$ cat config.mk
export PLATFORM = sky130hd
export DESIGN_NAME = ccmt_regs
export DESIGN_NICKNAME = d
export VERILOG_FILES = /design/src/design/ccmt_pkg.sv /design/src/design/ccmt_regs.sv
export SDC_FILE = /design/constraint.sdc
export NUM_CORES = 1
export LEC_CHECK = 0
export BUFFER_PORTS_ARGS = -buffer_cell sky130_fd_sc_hd__buf_2
export CORE_AREA = 8 8 93 95
export CTS_CLUSTER_DIAMETER = 40
export CTS_CLUSTER_SIZE = 30
export DETAILED_ROUTE_END_ITERATION = 7
export DIE_AREA = 0 0 101 103
export PLACE_DENSITY = 0.87
export SYNTH_ARGS = -nofsm -noshare
export SYNTH_HDL_FRONTEND = slang
export SYNTH_SLANG_ARGS = --single-unit
$ cat constraint.sdc
create_clock -name clk -period 2 [get_ports clk]
set_input_delay 0.4 -clock clk [delete_from_list [all_inputs] [get_ports clk]]
set_output_delay 0.4 -clock clk [all_outputs]
set_load 0.01 [all_outputs]
$ cat src/design/ccmt_pkg.sv
// Package for the coastline contour marker: register indexes, field widths, shared types.
// No dependencies.
package ccmt_pkg;
	localparam int MaxWidthDef  = 512;
	localparam int MaxHeightDef = 512;
	localparam int AddrW = 5;

	typedef enum logic [2:0] {
		REG_SEA        = 3'd0,
		REG_LAND       = 3'd1,
		REG_MARK_SEA   = 3'd2,
		REG_MARK_LAND  = 3'd3,
		REG_MARK_CSEA  = 3'd4,
		REG_MARK_CLAND = 3'd5,
		REG_THICK      = 3'd6,
		REG_WIDTH      = 3'd7
	} reg_idx_t;

	typedef struct packed {
		logic [7:0] sea;
		logic [7:0] land;
		logic [7:0] coast_sea;
		logic [7:0] coast_land;
		logic [7:0] mark_csea;
		logic [7:0] mark_cland;
		logic [7:0] thick;
		logic [9:0] width;
	} cfg_t;

	// Datapath memory commands issued by the controller.
	typedef enum logic [1:0] {
		MEM_IDLE  = 2'd0,
		MEM_READ  = 2'd1,
		MEM_WRITE = 2'd2
	} mem_op_t;
endpackage

$ cat src/design/ccmt_regs.sv
// APB-style configuration register file for the contour marker.
// Depends on ccmt_pkg.
module ccmt_regs (
	input  logic                  clk,
	input  logic                  arst_n,
	input  logic                  psel,
	input  logic                  penable,
	input  logic                  pwrite,
	input  logic [ccmt_pkg::AddrW-1:0] paddr,
	input  logic [31:0]           pwdata,
	output logic [31:0]           prdata,
	output logic                  pready,
	output ccmt_pkg::cfg_t        cfg
);
	import ccmt_pkg::*;
	cfg_t cfg_q;
	reg_idx_t idx;
	logic wr;

	assign idx = reg_idx_t'(paddr[AddrW-1:2]);
	assign wr = psel && penable && pwrite;
	assign pready = 1'b1;
	assign cfg = cfg_q;

	always_ff @(posedge clk or negedge arst_n) begin
		if (!arst_n) begin
			cfg_q <= '{sea: 8'd0, land: 8'd1, coast_sea: 8'd2, coast_land: 8'd3,
				mark_csea: 8'd4, mark_cland: 8'd5, thick: 8'd1, width: 10'd512};
		end else if (wr) begin
			case (idx)
				REG_SEA:        cfg_q.sea <= pwdata[7:0];
				REG_LAND:       cfg_q.land <= pwdata[7:0];
				REG_MARK_SEA:   cfg_q.coast_sea <= pwdata[7:0];
				REG_MARK_LAND:  cfg_q.coast_land <= pwdata[7:0];
				REG_MARK_CSEA:  cfg_q.mark_csea <= pwdata[7:0];
				REG_MARK_CLAND: cfg_q.mark_cland <= pwdata[7:0];
				REG_THICK:      cfg_q.thick <= pwdata[7:0];
				REG_WIDTH:      cfg_q.width <= pwdata[9:0];
				default: ;
			endcase
		end
	end

	always_comb begin
		prdata = '0;
		case (idx)
			REG_SEA:        prdata[7:0] = cfg_q.sea;
			REG_LAND:       prdata[7:0] = cfg_q.land;
			REG_MARK_SEA:   prdata[7:0] = cfg_q.coast_sea;
			REG_MARK_LAND:  prdata[7:0] = cfg_q.coast_land;
			REG_MARK_CSEA:  prdata[7:0] = cfg_q.mark_csea;
			REG_MARK_CLAND: prdata[7:0] = cfg_q.mark_cland;
			REG_THICK:      prdata[7:0] = cfg_q.thick;
			REG_WIDTH:      prdata[9:0] = cfg_q.width;
			default:        prdata = '0;
		endcase
		if (paddr[1:0] != 2'b00) prdata = '0;
	end
endmodule

; Word level (Yosys, flattened, before mapping)
; Cells that the tools add are included.
[totals]
regBits = 66
latchBits = 0
ram_bits = 0
rom_bits = 0
inputBits = 42
output_inout_bits = 99
wordCells = 30
memories = 0
[op_classes]
n_addsub = 0
mul = 0
div = 0
magnitude_cmp = 0
n_eq_ne = 7
n_shift = 0
muxes = 3
bitwise_logic = 0
n_reduce_logical = 12
[ops]
columns = op, count
row1 = 8-bit one-hot mux with 8 select lines, 1
row2 = 2-bit AND reduction, 8
row3 = "3-bit == test, second input constant", 4
row4 = 10-bit two-way mux, 1
row5 = "3-bit by 2-bit == test with 1-bit output, second input constant", 2
row6 = "3-bit by 1-bit == test with 1-bit output, second input constant", 1
row7 = 3-bit logical NOT, 1
row8 = 1-bit logical AND, 2
row9 = 2-bit two-way mux, 1
row10 = 2-bit nonzero test, 1

; Depth between registers and ports, before layout
[logic_depth]
depth_word = 3
ltp_mapped = 7

; Least setup slack after synthesis
; No wires, ideal clock.
[synth_timing]
kind = input to output
startpoint = input paddr[2] (netlist name)
endpoint = output prdata[7]
arrival_ns = 1.412
required_ns = 1.600
path_slack_ns = 0.188
path_stages = 7
cell_sequence = buf_2 -> buf_4 -> buf_4 -> nor2_1 -> a211oi_1 -> a211oi_1 -> nor2_1
[synth_between]
elab_chain_cells = 3
[synth_rtl]
columns = element, line
row1 = from (decl), ccmt_regs.sv:9  ; input logic [ccmt_pkg::AddrW-1:0] paddr,
row2 = 3-bit == test (tied with other cells), ccmt_regs.sv:46  ; case (idx)
row3 = 8-bit one-hot mux with 8 select lines (*), ccmt_regs.sv:46
row4 = 10-bit two-way mux (*), ccmt_regs.sv:57  ; if (paddr[1:0] != 2'b00) prdata = '0;
row5 = to (decl), ccmt_regs.sv:11  ; output logic [31:0] prdata,
; Mark *: on every way between the ends. The rest lies on a longest branch, timed or not.

; Worst setup path in the final report
[layout_timing]
startpoint = register cfg_q, in the netlist cfg[2]
endpoint = output prdata[2]
[layout_between]
elab_chain_cells = 2
[layout_rtl]
columns = element, line
row1 = from (decl), ccmt_regs.sv:16  ; cfg_t cfg_q;
row2 = from (signal assigned), ccmt_regs.sv:27  ; cfg_q <= '{sea: 8'd0, land: 8'd1, coast_sea: 8'd2, coast_land: 8'd3,
row3 = 8-bit one-hot mux with 8 select lines, ccmt_regs.sv:46
row4 = 10-bit two-way mux, ccmt_regs.sv:57
; Every way passes these cells.

==> key figures <==
STA
  • Clk_skew: 0 ns
  • Final setup margin: -0.007979 ns
  • Final setup vio count: 2
  • Setup tns final: -0.01269 ns
  • Final Hold Viols: 0
  • RSZ-0062 raised after global routing: yes
  • Fmax: 0.4980 GHz
  • Minimum clock period: 2.008 ns
  • Fin crit share: 100.4%
  • Slew Limit Fails: 0

Pwr
  • Leakage power: 2.198 nW
  • Total power density per cell area: just over 900 nW/um2
  • Worst VDD drop: 0.4402 mV

Floorplanning
  • IO Pins: ~140
  • Starting density of the core: a little under half
  • Die Area: between 10000 and 15000 um2
  • Core Box Area: ~7000 um2
  • Die height: around 100 um
  • Row Count: 31
  • Die X: about 100 um

Global routing
  • Remaining Overflow, GRT: 0
  • First-pass GRT wire length: 14570 um
  • Number of global-route vias before repair: roughly 2700
  • GRT Total Usage: approximately a fifth
  • Initial antenna violation count: 0
  • Largest net degree at the start of global routing: 67

Detailed routing
  • Detail Route Antenna Nets: 0
  • Drt pass-1 iters: 4
  • Final WL: around 9600 um
  • DR vias/cell: around 5.2
  • Vias: ~2600
  • WL per Instance: around 19 um
  • Residual DRC: 0
  • Detailed Route Iter0 Violations: approximately 110

Final layout
  • Area grow syn2layout: 29.49%
  • Layout cells sized above 1: approximately three fifths
  • Layout net count: roughly 440
  • Commonest non-fill, non-tap cell in the layout: buf_2
  • Fill cell count: 607
  • Diode count: 0
  • Final instance area: 4340 um2
  • Commonest cells after routing, fill and taps aside: 93 x buf_2, 59 x mux2_2, 57 x dfrtp_1
  • Number of flip-flops in the largest register: 66

Setup path
  • WP data required: ~1.6 ns
  • Arr. time, crit path: around 1.6 ns
  • R2R depth: 2
  • Nature of the critical path endpoint: primary output
  • Worst Setup SP: cfg[2]$_DFFE_PN0P_
  • R2R setup slack: between 1 and 1.5 ns
  • RR Startpoint: cfg[10]$_DFFE_PN1P_
  • Crit path max fanout: 3
  • Setup CP Type: reg -> out
  • R2R Path End: cfg[10]$_DFFE_PN1P_
  • CP startpoint kind: flip-flop

Place
  • GP Congestion: 0.8186
  • Final HPWL DP: 7101 um
  • Port Buffers: 95
  • DP Area: 4076 um2

Logic synthesis
  • Synth cell types: 32
  • FF+latch count, synth: 66
  • Top cells by area, synth: dfrtp_1 43%, mux2_2 20%, dfstp_2 7.1%
  • Post-Syn Instances: ~270
  • Sequential element share of the synthesized area: 49.61%
  • Synth Warn #: 0
  • Leading area contributor after synthesis: dfrtp_1
  • Top cell type's share of synthesized area: ~43%
  • Synth Area per Inst: 12.23 um2
  • Post-Synthesis Cell Area: between 3000 and 4000 um2

Clocking
  • CTS max path bufs: 2
  • TritonCTS clock tree: yes
  • CTS Buf Count: 9
  • Clk_lat worst skew: roughly 0.34 ns
  • CTS clk-pin slew, worst paths: 0.07 ns
  • H-tree Lvls: 3
  • CTS Root Cell: clkbuf_8
  • Clock Sinks: 66

Min path
  • Worst Hold Class: in -> async

Status
  • Run status: finished, violations left
  • Violated checks: setup timing

Run
  • Maxcap violations: 0
-- area by class of cell --
cell class / instances / area, um2 / area share [%]
repair buffers: 127 / 770.7 / 17.76
multi-input cells: 195 / 1575 / 36.29
clock buffers: 14 / 172.7 / 3.978
well taps: 99 / 123.9 / 2.854
flip-flops and latches: 66 / 1663 / 38.31
clock inverters: 2 / 35.03 / 0.8071
-- how the worst max path moves through the flow --
stage / to / slack, ns
finish: prdata[2] / -0.008
global route: prdata[7] / -0.07
CTS: prdata[2] / -0.02
detailed placement: prdata[1] / -0.05
global placement: prdata[1] / -0.04
floorplan: prdata[7] / 0.19
-- timing repair --
action	4_1_cts	5_1_grt
buffers inserted	0	1
pin swaps	7	4
hold buffers	0	0
setup endpoints to repair	8	8
gates resized for setup	4	9
-- metal layers --
metal  up-vias  share of wire [%]  global-route usage [%]
met4         0                2.4                   8.362
met2       109                 47                   30.57
li1       1182                  -                       -
met5         -                  0                       0
met1      1308                 40                   21.53
met3        19                 11                   8.035
-- synthesized netlist by cell type (all sizes together) --
library cell	n
mux2i	8
or3	2
nand4	2
o21ai	8
nand2	13
and2	1
a21oi	8
dfrtp	57
dfstp	9
a22o	8
a31oi	6
buf	32
nand4b	1
a211o	6
a211oi	4
nand3	3
mux2	68
or2	1
nor3	2
nand2b	4
nor2	27
conb	2
clkbuf	2
-- cells by family (layout without fill, tap and decap cells) --
family | after synthesis | after routing | share of synthesized area [%]
DFF | 66 | 66 | 49.61
and+or+nand+nor | 56 | 56 | 8.921
buffers and inverters | 34 | 143 | 7.055
AOI/OAI and AO/OA | 40 | 40 | 8.063
muxes | 76 | 76 | 26.13
other | 2 | 23 | 0.2240
-- metrics by stage --
step	instances	worst slack [ns]	utilization [%]	power [mW]	hold slack (ns)
2_1_floorplan	295	0.1881	-	2.401	0.1044
3_3_place_gp	486	-0.04481	57.12	2.845	0.4379
3_5_place_dp	486	-0.04742	57.12	2.892	0.4414
4_1_cts	502	-0.02357	60.22	4.070	0.06287
5_1_grt	503	-0.06685	60.82	4.249	0.07637
6_report	503	-0.007979	60.82	4.045	0.05577
-- critical path: stages (launching register included) --
cell and delay (ns):
dfrtp_1 0.39, mux2_2 0.27, a22o_1 0.19, a211oi_2 0.20
nor2_1 0.07, buf_2 0.14
-- where the power goes --
group | switching, mW | internal, mW
registers | 0.205 | 1.62
logic | 0.529 | 0.522
clock network | 0.488 | 0.677
(Power assumes the default switching activity.)
