### src/design/ccmt_pkg.sv
// Package for the coastline contour marker: register indexes, field widths, shared types.
// No dependencies.
package ccmt_pkg;
	localparam int MaxWidthDef  = 512;
	localparam int MaxHeightDef = 512;
	localparam int AddrW = 5;

	typedef enum logic [2:0] {
		REG_SEA        = 3'd0,
		REG_LAND       = 3'd1,
		REG_MARK_SEA   = 3'd2,
		REG_MARK_LAND  = 3'd3,
		REG_MARK_CSEA  = 3'd4,
		REG_MARK_CLAND = 3'd5,
		REG_THICK      = 3'd6,
		REG_WIDTH      = 3'd7
	} reg_idx_t;

	typedef struct packed {
		logic [7:0] sea;
		logic [7:0] land;
		logic [7:0] coast_sea;
		logic [7:0] coast_land;
		logic [7:0] mark_csea;
		logic [7:0] mark_cland;
		logic [7:0] thick;
		logic [9:0] width;
	} cfg_t;

	// Datapath memory commands issued by the controller.
	typedef enum logic [1:0] {
		MEM_IDLE  = 2'd0,
		MEM_READ  = 2'd1,
		MEM_WRITE = 2'd2
	} mem_op_t;
endpackage

### src/design/ccmt_if.sv
// Valid/ready channel interfaces for load/read items and for result items.
// Depends on nothing.
interface ccmt_in_if;
	logic       valid;
	logic       ready;
	logic       operation;
	logic [7:0] pixel_value;
	logic       cloudy;
	logic       last_pixel;
	modport source (output valid, operation, pixel_value, cloudy, last_pixel, input ready);
	modport sink (input valid, operation, pixel_value, cloudy, last_pixel, output ready);
endinterface

interface ccmt_out_if;
	logic       valid;
	logic       ready;
	logic [7:0] marked_pixel;
	logic       last_of_image;
	modport source (output valid, marked_pixel, last_of_image, input ready);
	modport sink (input valid, marked_pixel, last_of_image, output ready);
endinterface

### src/design/ccmt_ctrl.sv
// Controller: loading, contour passes over the memory and read-out sequencing.
// Depends on ccmt_pkg; drives ccmt_datapath through memory commands.
module ccmt_ctrl #(
	parameter int MaxWidth = ccmt_pkg::MaxWidthDef,
	parameter int MaxHeight = ccmt_pkg::MaxHeightDef,
	parameter int Depth = MaxWidth * MaxHeight,
	parameter int AW = $clog2(Depth),
	parameter int CW = $clog2(Depth + 1)
) (
	input  logic              clk,
	input  logic              arst_n,
	input  ccmt_pkg::cfg_t    cfg,
	ccmt_in_if.sink           in_ch,
	ccmt_out_if.source        out_ch,
	output ccmt_pkg::mem_op_t op,
	output logic [AW-1:0]     addr,
	output logic [7:0]        wdata,
	output logic              wcloud,
	input  logic [7:0]        rdata,
	input  logic              rcloud
);
	import ccmt_pkg::*;

	typedef enum logic [3:0] {
		S_LOAD, S_DIV, S_LINE, S_FETCH, S_EVAL, S_MREQ, S_MCHK, S_NEXT, S_NXRD, S_NXEV,
		S_READ, S_RWAIT, S_OUT
	} state_t;

	state_t          state_q;
	logic            reading_q;
	logic [CW-1:0]   count_q, rptr_q;
	logic [CW-1:0]   h_q, rem_q;
	logic [9:0]      w_q;
	logic [7:0]      t_q;
	logic            col_q;
	logic [CW-1:0]   line_q, n_q, j_q, stride_q, base_q;
	logic            flag_q, ent_q;
	logic [8:0]      ig_q;
	logic            side_q;
	logic [CW-1:0]   pos_q;
	logic            last_q;
	logic [7:0]      opix_q;

	logic [CW-1:0] nlines, prod;
	logic          is_land, is_sea, tgt_ok, want, eff_flag;

	assign nlines = col_q ? CW'(w_q) : h_q;
	assign is_land = (rdata == cfg.land) || (col_q && rdata == cfg.coast_land);
	assign is_sea = (rdata == cfg.sea) || (col_q && rdata == cfg.coast_sea);
	// The first pixel of a line sets the land flag without counting as a transition.
	assign eff_flag = flag_q || (j_q == '0 && is_land);
	assign tgt_ok = side_q ? ((CW+1)'(ig_q) + (CW+1)'(1) <= (CW+1)'(j_q))
		: ((CW+1)'(j_q) + (CW+1)'(ig_q) < (CW+1)'(n_q));
	assign want = (side_q ? ~ent_q : ent_q);
	assign prod = pos_q * stride_q;

	assign in_ch.ready = (state_q == S_LOAD);
	assign out_ch.valid = (state_q == S_OUT);
	assign out_ch.marked_pixel = opix_q;
	assign out_ch.last_of_image = last_q;

	always_comb begin
		op = MEM_IDLE;
		addr = AW'(base_q + prod);
		wdata = want ? (rcloud ? cfg.mark_cland : cfg.coast_land)
			: (rcloud ? cfg.mark_csea : cfg.coast_sea);
		wcloud = rcloud;
		case (state_q)
			S_LOAD: begin
				if (in_ch.valid && !in_ch.operation && (reading_q || count_q < CW'(Depth))) begin
					op = MEM_WRITE;
					addr = reading_q ? '0 : AW'(count_q);
					wdata = in_ch.pixel_value;
					wcloud = in_ch.cloudy;
				end else if (in_ch.valid && in_ch.operation && reading_q && rptr_q < count_q) begin
					op = MEM_READ;
					addr = AW'(rptr_q);
				end
			end
			S_FETCH, S_MREQ, S_NXRD: op = MEM_READ;
			// Only a target that was just read may be written; skipped targets pass here too.
			S_MCHK: if (tgt_ok && rdata == (want ? cfg.land : cfg.sea)) op = MEM_WRITE;
			default: op = MEM_IDLE;
		endcase
	end

	always_ff @(posedge clk or negedge arst_n) begin
		if (!arst_n) begin
			state_q <= S_LOAD;
			reading_q <= 1'b0;
			count_q <= '0;
			rptr_q <= '0;
			h_q <= '0; rem_q <= '0; w_q <= '0; t_q <= '0; col_q <= 1'b0;
			line_q <= '0; n_q <= '0; j_q <= '0; stride_q <= '0; base_q <= '0;
			flag_q <= 1'b0; ent_q <= 1'b0; ig_q <= '0; side_q <= 1'b0; pos_q <= '0;
			last_q <= 1'b0; opix_q <= '0;
		end else begin
			case (state_q)
				S_LOAD: begin
					if (in_ch.valid && !in_ch.operation) begin
						logic [CW-1:0] c;
						c = reading_q ? '0 : count_q;
						if (c < CW'(Depth)) c = c + CW'(1);
						count_q <= c;
						reading_q <= 1'b0;
						rptr_q <= '0;
						if (in_ch.last_pixel) begin
							w_q <= (cfg.width == '0) ? 10'd1 : cfg.width;
							t_q <= (cfg.thick == '0) ? 8'd1 : cfg.thick;
							h_q <= '0;
							rem_q <= c;
							state_q <= S_DIV;
						end
					end else if (in_ch.valid && reading_q && rptr_q < count_q) begin
						last_q <= (rptr_q + CW'(1) == count_q);
						state_q <= S_RWAIT;
					end
				end
				// Height by repeated subtraction of the width, one row per cycle.
				S_DIV: begin
					if (rem_q >= CW'(w_q)) begin
						rem_q <= rem_q - CW'(w_q);
						h_q <= h_q + CW'(1);
					end else begin
						col_q <= 1'b0;
						line_q <= '0;
						state_q <= S_LINE;
					end
				end
				S_LINE: begin
					if (line_q >= nlines) begin
						if (!col_q && h_q != '0) begin
							col_q <= 1'b1;
							line_q <= '0;
						end else begin
							reading_q <= 1'b1;
							rptr_q <= '0;
							state_q <= S_LOAD;
						end
					end else begin
						base_q <= col_q ? line_q : CW'(line_q * CW'(w_q));
						stride_q <= col_q ? CW'(w_q) : CW'(1);
						n_q <= col_q ? h_q : CW'(w_q);
						j_q <= '0;
						pos_q <= '0;
						flag_q <= 1'b0;
						state_q <= S_FETCH;
					end
				end
				S_FETCH: state_q <= S_EVAL;
				S_EVAL: begin
					if (!eff_flag && is_land) begin
						ent_q <= 1'b1; ig_q <= '0; side_q <= 1'b0; pos_q <= j_q;
						state_q <= S_MREQ;
					end else if (eff_flag && is_sea) begin
						ent_q <= 1'b0; ig_q <= '0; side_q <= 1'b0; pos_q <= j_q;
						state_q <= S_MREQ;
					end else begin
						flag_q <= eff_flag;
						if (j_q + CW'(1) >= n_q) begin
							line_q <= line_q + CW'(1);
							state_q <= S_LINE;
						end else begin
							j_q <= j_q + CW'(1);
							pos_q <= j_q + CW'(1);
							state_q <= S_FETCH;
						end
					end
				end
				S_MREQ: state_q <= S_MCHK;
				S_MCHK: begin
					logic [8:0] ni;
					logic       ns;
					ns = ~side_q;
					ni = side_q ? ig_q + 9'd1 : ig_q;
					side_q <= ns;
					ig_q <= ni;
					if (side_q && ni >= {1'b0, t_q}) begin
						state_q <= S_NEXT;
					end else begin
						state_q <= S_MCHK;
						// Compute next target position and skip out-of-range ones.
						if (ns ? ((CW+1)'(ni) + (CW+1)'(1) <= (CW+1)'(j_q))
							: ((CW+1)'(j_q) + (CW+1)'(ni) < (CW+1)'(n_q))) begin
							pos_q <= ns ? (j_q - CW'(ni) - CW'(1)) : (j_q + CW'(ni));
							state_q <= S_MREQ;
						end
					end
				end
				S_NEXT: begin
					logic [CW:0] nj;
					nj = (CW+1)'(j_q) + (CW+1)'(t_q) - (CW+1)'(1);
					if (nj + (CW+1)'(1) >= (CW+1)'(n_q)) begin
						line_q <= line_q + CW'(1);
						state_q <= S_LINE;
					end else begin
						j_q <= CW'(nj);
						pos_q <= CW'(nj + (CW+1)'(1));
						state_q <= S_NXRD;
					end
				end
				S_NXRD: state_q <= S_NXEV;
				S_NXEV: begin
					flag_q <= is_land;
					j_q <= j_q + CW'(1);
					pos_q <= j_q + CW'(1);
					state_q <= S_FETCH;
				end
				S_RWAIT: begin
					opix_q <= rdata;
					state_q <= S_OUT;
				end
				S_OUT: begin
					if (out_ch.ready) begin
						if (last_q) begin
							reading_q <= 1'b0;
							count_q <= '0;
							rptr_q <= '0;
						end else begin
							rptr_q <= rptr_q + CW'(1);
						end
						state_q <= S_LOAD;
					end
				end
				default: state_q <= S_LOAD;
			endcase
		end
	end
endmodule

### src/flat_wrapper.sv
// flat-port wrapper written by rule: the top's interface ports become plain ports
module ccmt_ctrl_flat import ccmt_pkg::*;
#(
	parameter int MaxWidth = ccmt_pkg::MaxWidthDef,
	parameter int MaxHeight = ccmt_pkg::MaxHeightDef,
	parameter int Depth = MaxWidth * MaxHeight,
	parameter int AW = $clog2(Depth),
	parameter int CW = $clog2(Depth + 1)
)
  (clk, arst_n, cfg, op, addr, wdata, wcloud, rdata, rcloud, in_ch_valid, in_ch_operation, in_ch_pixel_value, in_ch_cloudy, in_ch_last_pixel, in_ch_ready, out_ch_valid, out_ch_marked_pixel, out_ch_last_of_image, out_ch_ready);
  ccmt_in_if in_ch_i ();
  ccmt_out_if out_ch_i ();
  input  logic clk;
  input  logic arst_n;
  input  ccmt_pkg::cfg_t cfg;
  output ccmt_pkg::mem_op_t op;
  output logic [AW-1:0] addr;
  output logic [7:0] wdata;
  output logic wcloud;
  input  logic [7:0] rdata;
  input  logic rcloud;
  input wire logic [$bits(in_ch_i.valid)-1:0] in_ch_valid;
  input wire logic [$bits(in_ch_i.operation)-1:0] in_ch_operation;
  input wire logic [$bits(in_ch_i.pixel_value)-1:0] in_ch_pixel_value;
  input wire logic [$bits(in_ch_i.cloudy)-1:0] in_ch_cloudy;
  input wire logic [$bits(in_ch_i.last_pixel)-1:0] in_ch_last_pixel;
  output wire logic [$bits(in_ch_i.ready)-1:0] in_ch_ready;
  output wire logic [$bits(out_ch_i.valid)-1:0] out_ch_valid;
  output wire logic [$bits(out_ch_i.marked_pixel)-1:0] out_ch_marked_pixel;
  output wire logic [$bits(out_ch_i.last_of_image)-1:0] out_ch_last_of_image;
  input wire logic [$bits(out_ch_i.ready)-1:0] out_ch_ready;
  assign in_ch_i.valid = in_ch_valid;
  assign in_ch_i.operation = in_ch_operation;
  assign in_ch_i.pixel_value = in_ch_pixel_value;
  assign in_ch_i.cloudy = in_ch_cloudy;
  assign in_ch_i.last_pixel = in_ch_last_pixel;
  assign in_ch_ready = in_ch_i.ready;
  assign out_ch_valid = out_ch_i.valid;
  assign out_ch_marked_pixel = out_ch_i.marked_pixel;
  assign out_ch_last_of_image = out_ch_i.last_of_image;
  assign out_ch_i.ready = out_ch_ready;
  ccmt_ctrl #(.MaxWidth(MaxWidth), .MaxHeight(MaxHeight), .Depth(Depth), .AW(AW), .CW(CW)) u_core (.clk(clk), .arst_n(arst_n), .cfg(cfg), .in_ch(in_ch_i), .out_ch(out_ch_i), .op(op), .addr(addr), .wdata(wdata), .wcloud(wcloud), .rdata(rdata), .rcloud(rcloud));
endmodule
### config.mk
export PLATFORM = sky130hd
export DESIGN_NAME = ccmt_ctrl_flat
export DESIGN_NICKNAME = d
export VERILOG_FILES = /design/src/design/ccmt_pkg.sv /design/src/design/ccmt_if.sv /design/src/design/ccmt_ctrl.sv /design/src/flat_wrapper.sv
export SDC_FILE = /design/constraint.sdc
export NUM_CORES = 2
export LEC_CHECK = 0
export ABC_AREA = 1
export BUFFER_PORTS_ARGS = -buffer_cell sky130_fd_sc_hd__buf_2
export CORE_MARGIN = 3
export CORE_UTILIZATION = 50
export CTS_BUF_LIST = sky130_fd_sc_hd__clkbuf_8
export DETAILED_ROUTE_END_ITERATION = 12
export HOLD_SLACK_MARGIN = 0.15
export PLACE_DENSITY_LB_ADDON = 0.2
export SYNTH_ARGS = -nofsm -noshare
export SYNTH_HDL_FRONTEND = slang
export SYNTH_SLANG_ARGS = --single-unit
export TNS_END_PERCENT = 5
### constraint.sdc
create_clock -name clk -period 17.8 [get_ports clk]
set_input_delay 3.56 -clock clk [delete_from_list [all_inputs] [get_ports clk]]
set_output_delay 3.56 -clock clk [all_outputs]
set_load 0.05 [all_outputs]
Word level (Yosys, flattened, before mapping) --
Cells that the tools add are included.
Word-level totals: input bits 90, bits in latches 0, ROM bits 0, memory bits (writable) 0, memories 0, logic and storage cells 252, output and inout port bits 40, register bits 234
Operators by class: muxes and demuxes 102, order comparisons 12, shifts and indexed selects 0, $mul 2, bitwise gates (word level) 4, equality and inequality tests 40, divide/modulo/power cells 0, $add $sub $neg 18, reductions and logical operators 53
Operators with widths (count):
- $mux W19 | 36
- $pmux W19 S4 | 2
- $pmux W19 S2 | 3
- $add A19 B1 Y19 const B | 5
- $pmux W19 S5 | 1
- $mux W18 | 5
- $pmux W19 S3 | 1
- $mux W8 | 7
- $pmux W4 S12 | 1
- $mux W4 | 11
- $add A19 B9 Y20 | 2
- $eq A8 B8 Y1 | 5
- $le A20 B19 Y1 | 2
- $lt A20 B19 Y1 | 2
- $ge A19 B19 Y1 | 2
- $lt A19 B19 Y1 const B | 2
- $mux W9 | 3
- $mux W1 | 21
- $add A19 B8 Y20 | 1
- $add A20 B1 Y20 const B | 1
- $add A9 B1 Y10 const B | 2
- $ge A20 B19 Y1 | 1
- $mux W10 | 2
- $sub A20 B1 Y20 const B | 1
- 46 further kinds | 112

Longest topological paths before layout --
depth after elaboration 9, gate-level depth with buffers 35, gate-level depth less buffers 34

Worst setup path after synthesis --
Ideal clock, no wire load.
path kind flip-flop to output port, start point register u_core.stride_q[1], end point output addr[13], data arrival time 6.255 ns, required time 14.240 ns, buffers on the path 2, stages on the path, launching flop included 21, setup slack 7.985 ns, path through dfrtp_1 > clkbuf_1 > buf_1 > nand2_1 > fa_1 > fa_1 > inv_1 > fa_1 > fa_1 > inv_1 > fa_1 > fa_1 > inv_1 > ha_1 > nand2_1 > o21ai_0 > a21oi_1 > o21ai_0 > xor2_1 > o21ai_0 > o21ai_0
Between the ends: cells in the longest elaborated chain, start to end 5
Ends and longest elaborated chain:
- start, declared | line ccmt_ctrl.sv:36 | logic [CW-1:0] line_q, n_q, j_q, stride_q, base_q;
- start signal, assigned | line ccmt_ctrl.sv:142 | stride_q <= col_q ? CW'(w_q) : CW'(1);
- $mul A19 B19 Y18 (*) | line ccmt_ctrl.sv:55 | assign prod = pos_q * stride_q;
- $add A18 B18 Y18 (*) | line ccmt_ctrl.sv:64 | addr = AW'(base_q + prod);
- $mux W18 | line ccmt_ctrl.sv:75 | end else if (in_ch.valid && in_ch.operation && reading_q && rptr_q < count_q) begin
- $mux W18 | line ccmt_ctrl.sv:70 | if (in_ch.valid && !in_ch.operation && (reading_q || count_q < CW'(Depth))) begin
- $mux W18 (*) | line ccmt_ctrl.sv:68 | case (state_q)
- end, declared | line flat_wrapper.sv:17 | output logic [AW-1:0] addr;
Every way passes the cells marked *; elsewhere a longest branch is shown, timed or not.

Worst setup path after layout --
start point register u_core.stride_q[1], end point output addr[16]
Same word-level chain as after synthesis.

==> flow_summary_export.csv <==
group,metric,value,unit
sta,post-route-period-util,57.2,%
sta,tightest_slew,1310,ps
sta,relSlewSlack,12.4,%
final_layout,final_cell_area,0.0327,mm²
clocking,cts.sinks,224,
sta,clock.fmax,0.0982,GHz
clocking,htree_levels,2,
power_and_ir_drop,power.total,6030,µW
route,vias,29500,
flow_run,drv_cap,0,
route,drt_wl_total,101,mm
final_layout,drive_above_1_share,6.74,%
worst_setup_path,criticalPathCategory,"reg2out",
clocking,clk_latency,660,ps
final_layout,instances_no_fill,5261,
worst_setup_path,worstSetupStartpointType,"flip-flop",
synthesis,ys_seq_area_share,18.3,%
worst_setup_path,slowest_delay,730,ps
clocking,cts_buffer_depth,3,
synthesis,synth_top_area_share,18.3,%
synthesis,synthDistinctLibCells,64,
route,firstDrtPassIters,6,
grt,grt_usage,31.5,%
worst_setup_path,arrival,6620,ps
worst_setup_path,end_kind,"primary output",
min_path,hold_path.class,"reg2reg",
synthesis,ys_top_cells_by_count,"1113 x nand2_1, 755 x inv_1, 325 x ha_1",
placement,preCtsSetupSlack,8280,ps
worst_setup_path,crit_fanout,18,
worst_setup_path,cpMaxStageDelayCell,"dfrtp_1",
grt,antenna_found_initial,6,
outcome,status,"complete, no violations",
grt,grt_pass1_wl,158,mm
synthesis,ys_ff_latch,224,
clocking,cts_setup_buffers,0,
placement,placed_cells,5170,
synthesis,async_flop_share,100,%
sta,tns,0,ps
synthesis,synth_area,0.0306,mm²
worst_setup_path,path_cells,"nand2_1 -> fa_1 -> inv_1 -> fa_1 -> fa_1 -> inv_1 -> fa_1 -> inv_1 -> fa_1 -> fa_1 -> ha_1 -> nand2_1 -> a21oi_1 -> a211oi_1 -> nand3_1 -> a21oi_1 -> nor2_1 -> nor2_1 -> xnor2_1 -> o21ai_0 -> nand2_1 -> nand2_1 -> nand2_1 -> buf_2",
worst_setup_path,r2r_setup_slack,11400,ps
synthesis,syn_inst,4408,
clocking,post_cts_resized,0,
worst_setup_path,critPathRequiredTime,14240,ps
placement,place.gp.congestion,1.02,
clocking,cts_tree,"built",
synthesis,yosys.area.top_type,"dfrtp_1",
route,wl_per_cell,19.2,µm
route,via_per_inst,5.62,
floorplan,rows,89,
placement,port_buffers,129,
grt,grt_max_degree,167,
floorplan,die_y,253,µm
route,drt_iter0_drc,2833,
floorplan,io_pins,130,
floorplan,initial_core_util,51.2,%
final_layout,num-nets-final,5052,
power_and_ir_drop,p_leak,0.0177,µW
synthesis,synth_nets,5015,
power_and_ir_drop,p_per_area,184,mW/mm²
route,final_antenna_net_count,0,
sta,setup_ws,7620,ps
sta,grt_setup_unrepaired,"no",
grt,grt_pass1_vias,28200,
final_layout,area_growth,7.13,%
floorplan,core-area,0.0597,mm²
sta,finalSetupViolations,0,
synthesis,synth_area_leaders,"dfrtp_1 18%, nand2_1 14%, ha_1 13%",
synthesis,ys.flop_type,"dfrtp_1",
sta,clock-skew-final,46.8,ps
route,drc_errors,0,
power_and_ir_drop,irDropWorstVdd,0.0968,mV
clocking,holdBufCountCts,0,
sta,slew_viol_final,0,
synthesis,synth_edf_count,0,
floorplan,die-area,0.0641,mm²
clocking,clk_pin_slew,60,ps
synthesis,syn-mean-instance-area,6.93,µm²
placement,dp_hpwl,78.6,mm
sta,fin_crit,10180,ps
grt,grt_overflow,0,
worst_setup_path,cpMostUsedCell,"fa_1",
floorplan,die_x,253,µm
clocking,root_buffer,"clkbuf_8",
sta,hold_viol,0,
clocking,cts-buffers-inserted,46,
placement,placed_cell_area,0.0317,mm²
synthesis,yosysWarnings,0,
synthesis,synth.most_common_cell,"nand2_1",
==> area by class of cell <==
cell class              count  area [µm²]
flip-flops and latches    224        5610
inverters                 779        2920
multi-input cells        3235       21300
fillers                  5963       27000
diodes                      6        15.0
clock buffers              57         785
well taps                 773         967
repair buffers            159         893
clock inverters            28         229
==> routing by layer <==
layer | wire, µm | vias up | track usage (%)
met5 | 0 | - | 0
met2 | 45100 | 1152 | 50.4
met3 | 8070 | 197 | 4.99
met4 | 3080 | 0 | 9.59
li1 | - | 14200 | -
met1 | 44600 | 14000 | 43.9
==> cells by family after synthesis <==
group,after synthesis,share of synthesized area (%)
simple gates,1845,25.6
buf+inv,949,12.0
compound gates,674,12.4
xor+xnor,199,5.75
flops,224,18.3
fa+ha+maj,517,25.9
==> registers in the layout, summed over array words and instances (netlist names), 4 cells and up <==
| register | cells |
|---|---|
| u_core.rptr_q | 19 |
| u_core.base_q | 18 |
| u_core.h_q | 19 |
| u_core.count_q | 19 |
| u_core.ig_q | 9 |
| u_core.rem_q | 19 |
| u_core.pos_q | 18 |
| u_core.w_q | 10 |
| u_core.t_q | 8 |
| u_core.j_q | 19 |
| u_core.line_q | 19 |
| u_core.state_q | 4 |
| u_core.out_ch.marked_pixel | 8 |
| u_core.stride_q | 10 |
| u_core.n_q | 19 |
==> report_power, final <==
part	internal, µW	switching, µW	leakage, µW
combinational	1380	3120	0.0141
sequential	646	265	0.00298
clock	337	276	0.000551
==> cells in the final DEF (no fill, tap or decap), types with 6 or more instances in the layout <==
cell      instances
nand2_1        1113
inv_1           766
ha_1            325
nor2_1          274
o21ai_0         274
dfrtp_1         223
a21oi_1         212
fa_1            192
nand3_1         177
xor2_1          143
nand4_1         128
buf_2           128
nor3_1           64
clkbuf_8         57
xnor2_1          55
o22ai_1          38
o211ai_1         36
buf_4            29
o31ai_1          20
o21ai_1          19
nor4_1           19
inv_2            18
nand2_2          12
o21a_1           11
nor2_2            9
and2_1            9
a31oi_1           9
o221ai_1          8
or2_2             8
nand3b_1          7
clkinv_2          7
diode_2           6
clkinv_1          6
a211oi_1          6
o21bai_1          6
==> stage by stage <==
step	util, %	hold WS [ps]
floorplan	-	440
global placement	53.1	466
CTS	54.8	489
detailed placement	53.1	472
global route	54.8	516
finish	54.8	485
==> critical path, delay by kind of cell, from the launching register on <==
family / cells / cell delay (ps)
adders and majority gates: 7 / 3380
and+or+nand+nor: 8 / 790
DFF: 1 / 730
AOI/OAI and AO/OA: 4 / 510
buffers and inverters: 4 / 410
xor gates and xnor gates: 1 / 160
==> worst paths after layout <==
path,from,end,cells after the start
setup / recovery,u_core.stride_q[1],addr[16],24
hold / removal,u_core.out_ch.marked_pixel[4],u_core.out_ch.marked_pixel[4],2
setup reg to reg,u_core.j_q[1],u_core.j_q[15],30
hold reg to reg,u_core.out_ch.marked_pixel[4],u_core.out_ch.marked_pixel[4],2
max in group asynchronous,arst_n,u_core.col_q,2
min in group asynchronous,arst_n,u_core.out_ch.marked_pixel[4],1
No activity file was read; power rests on OpenSTA's default activity.
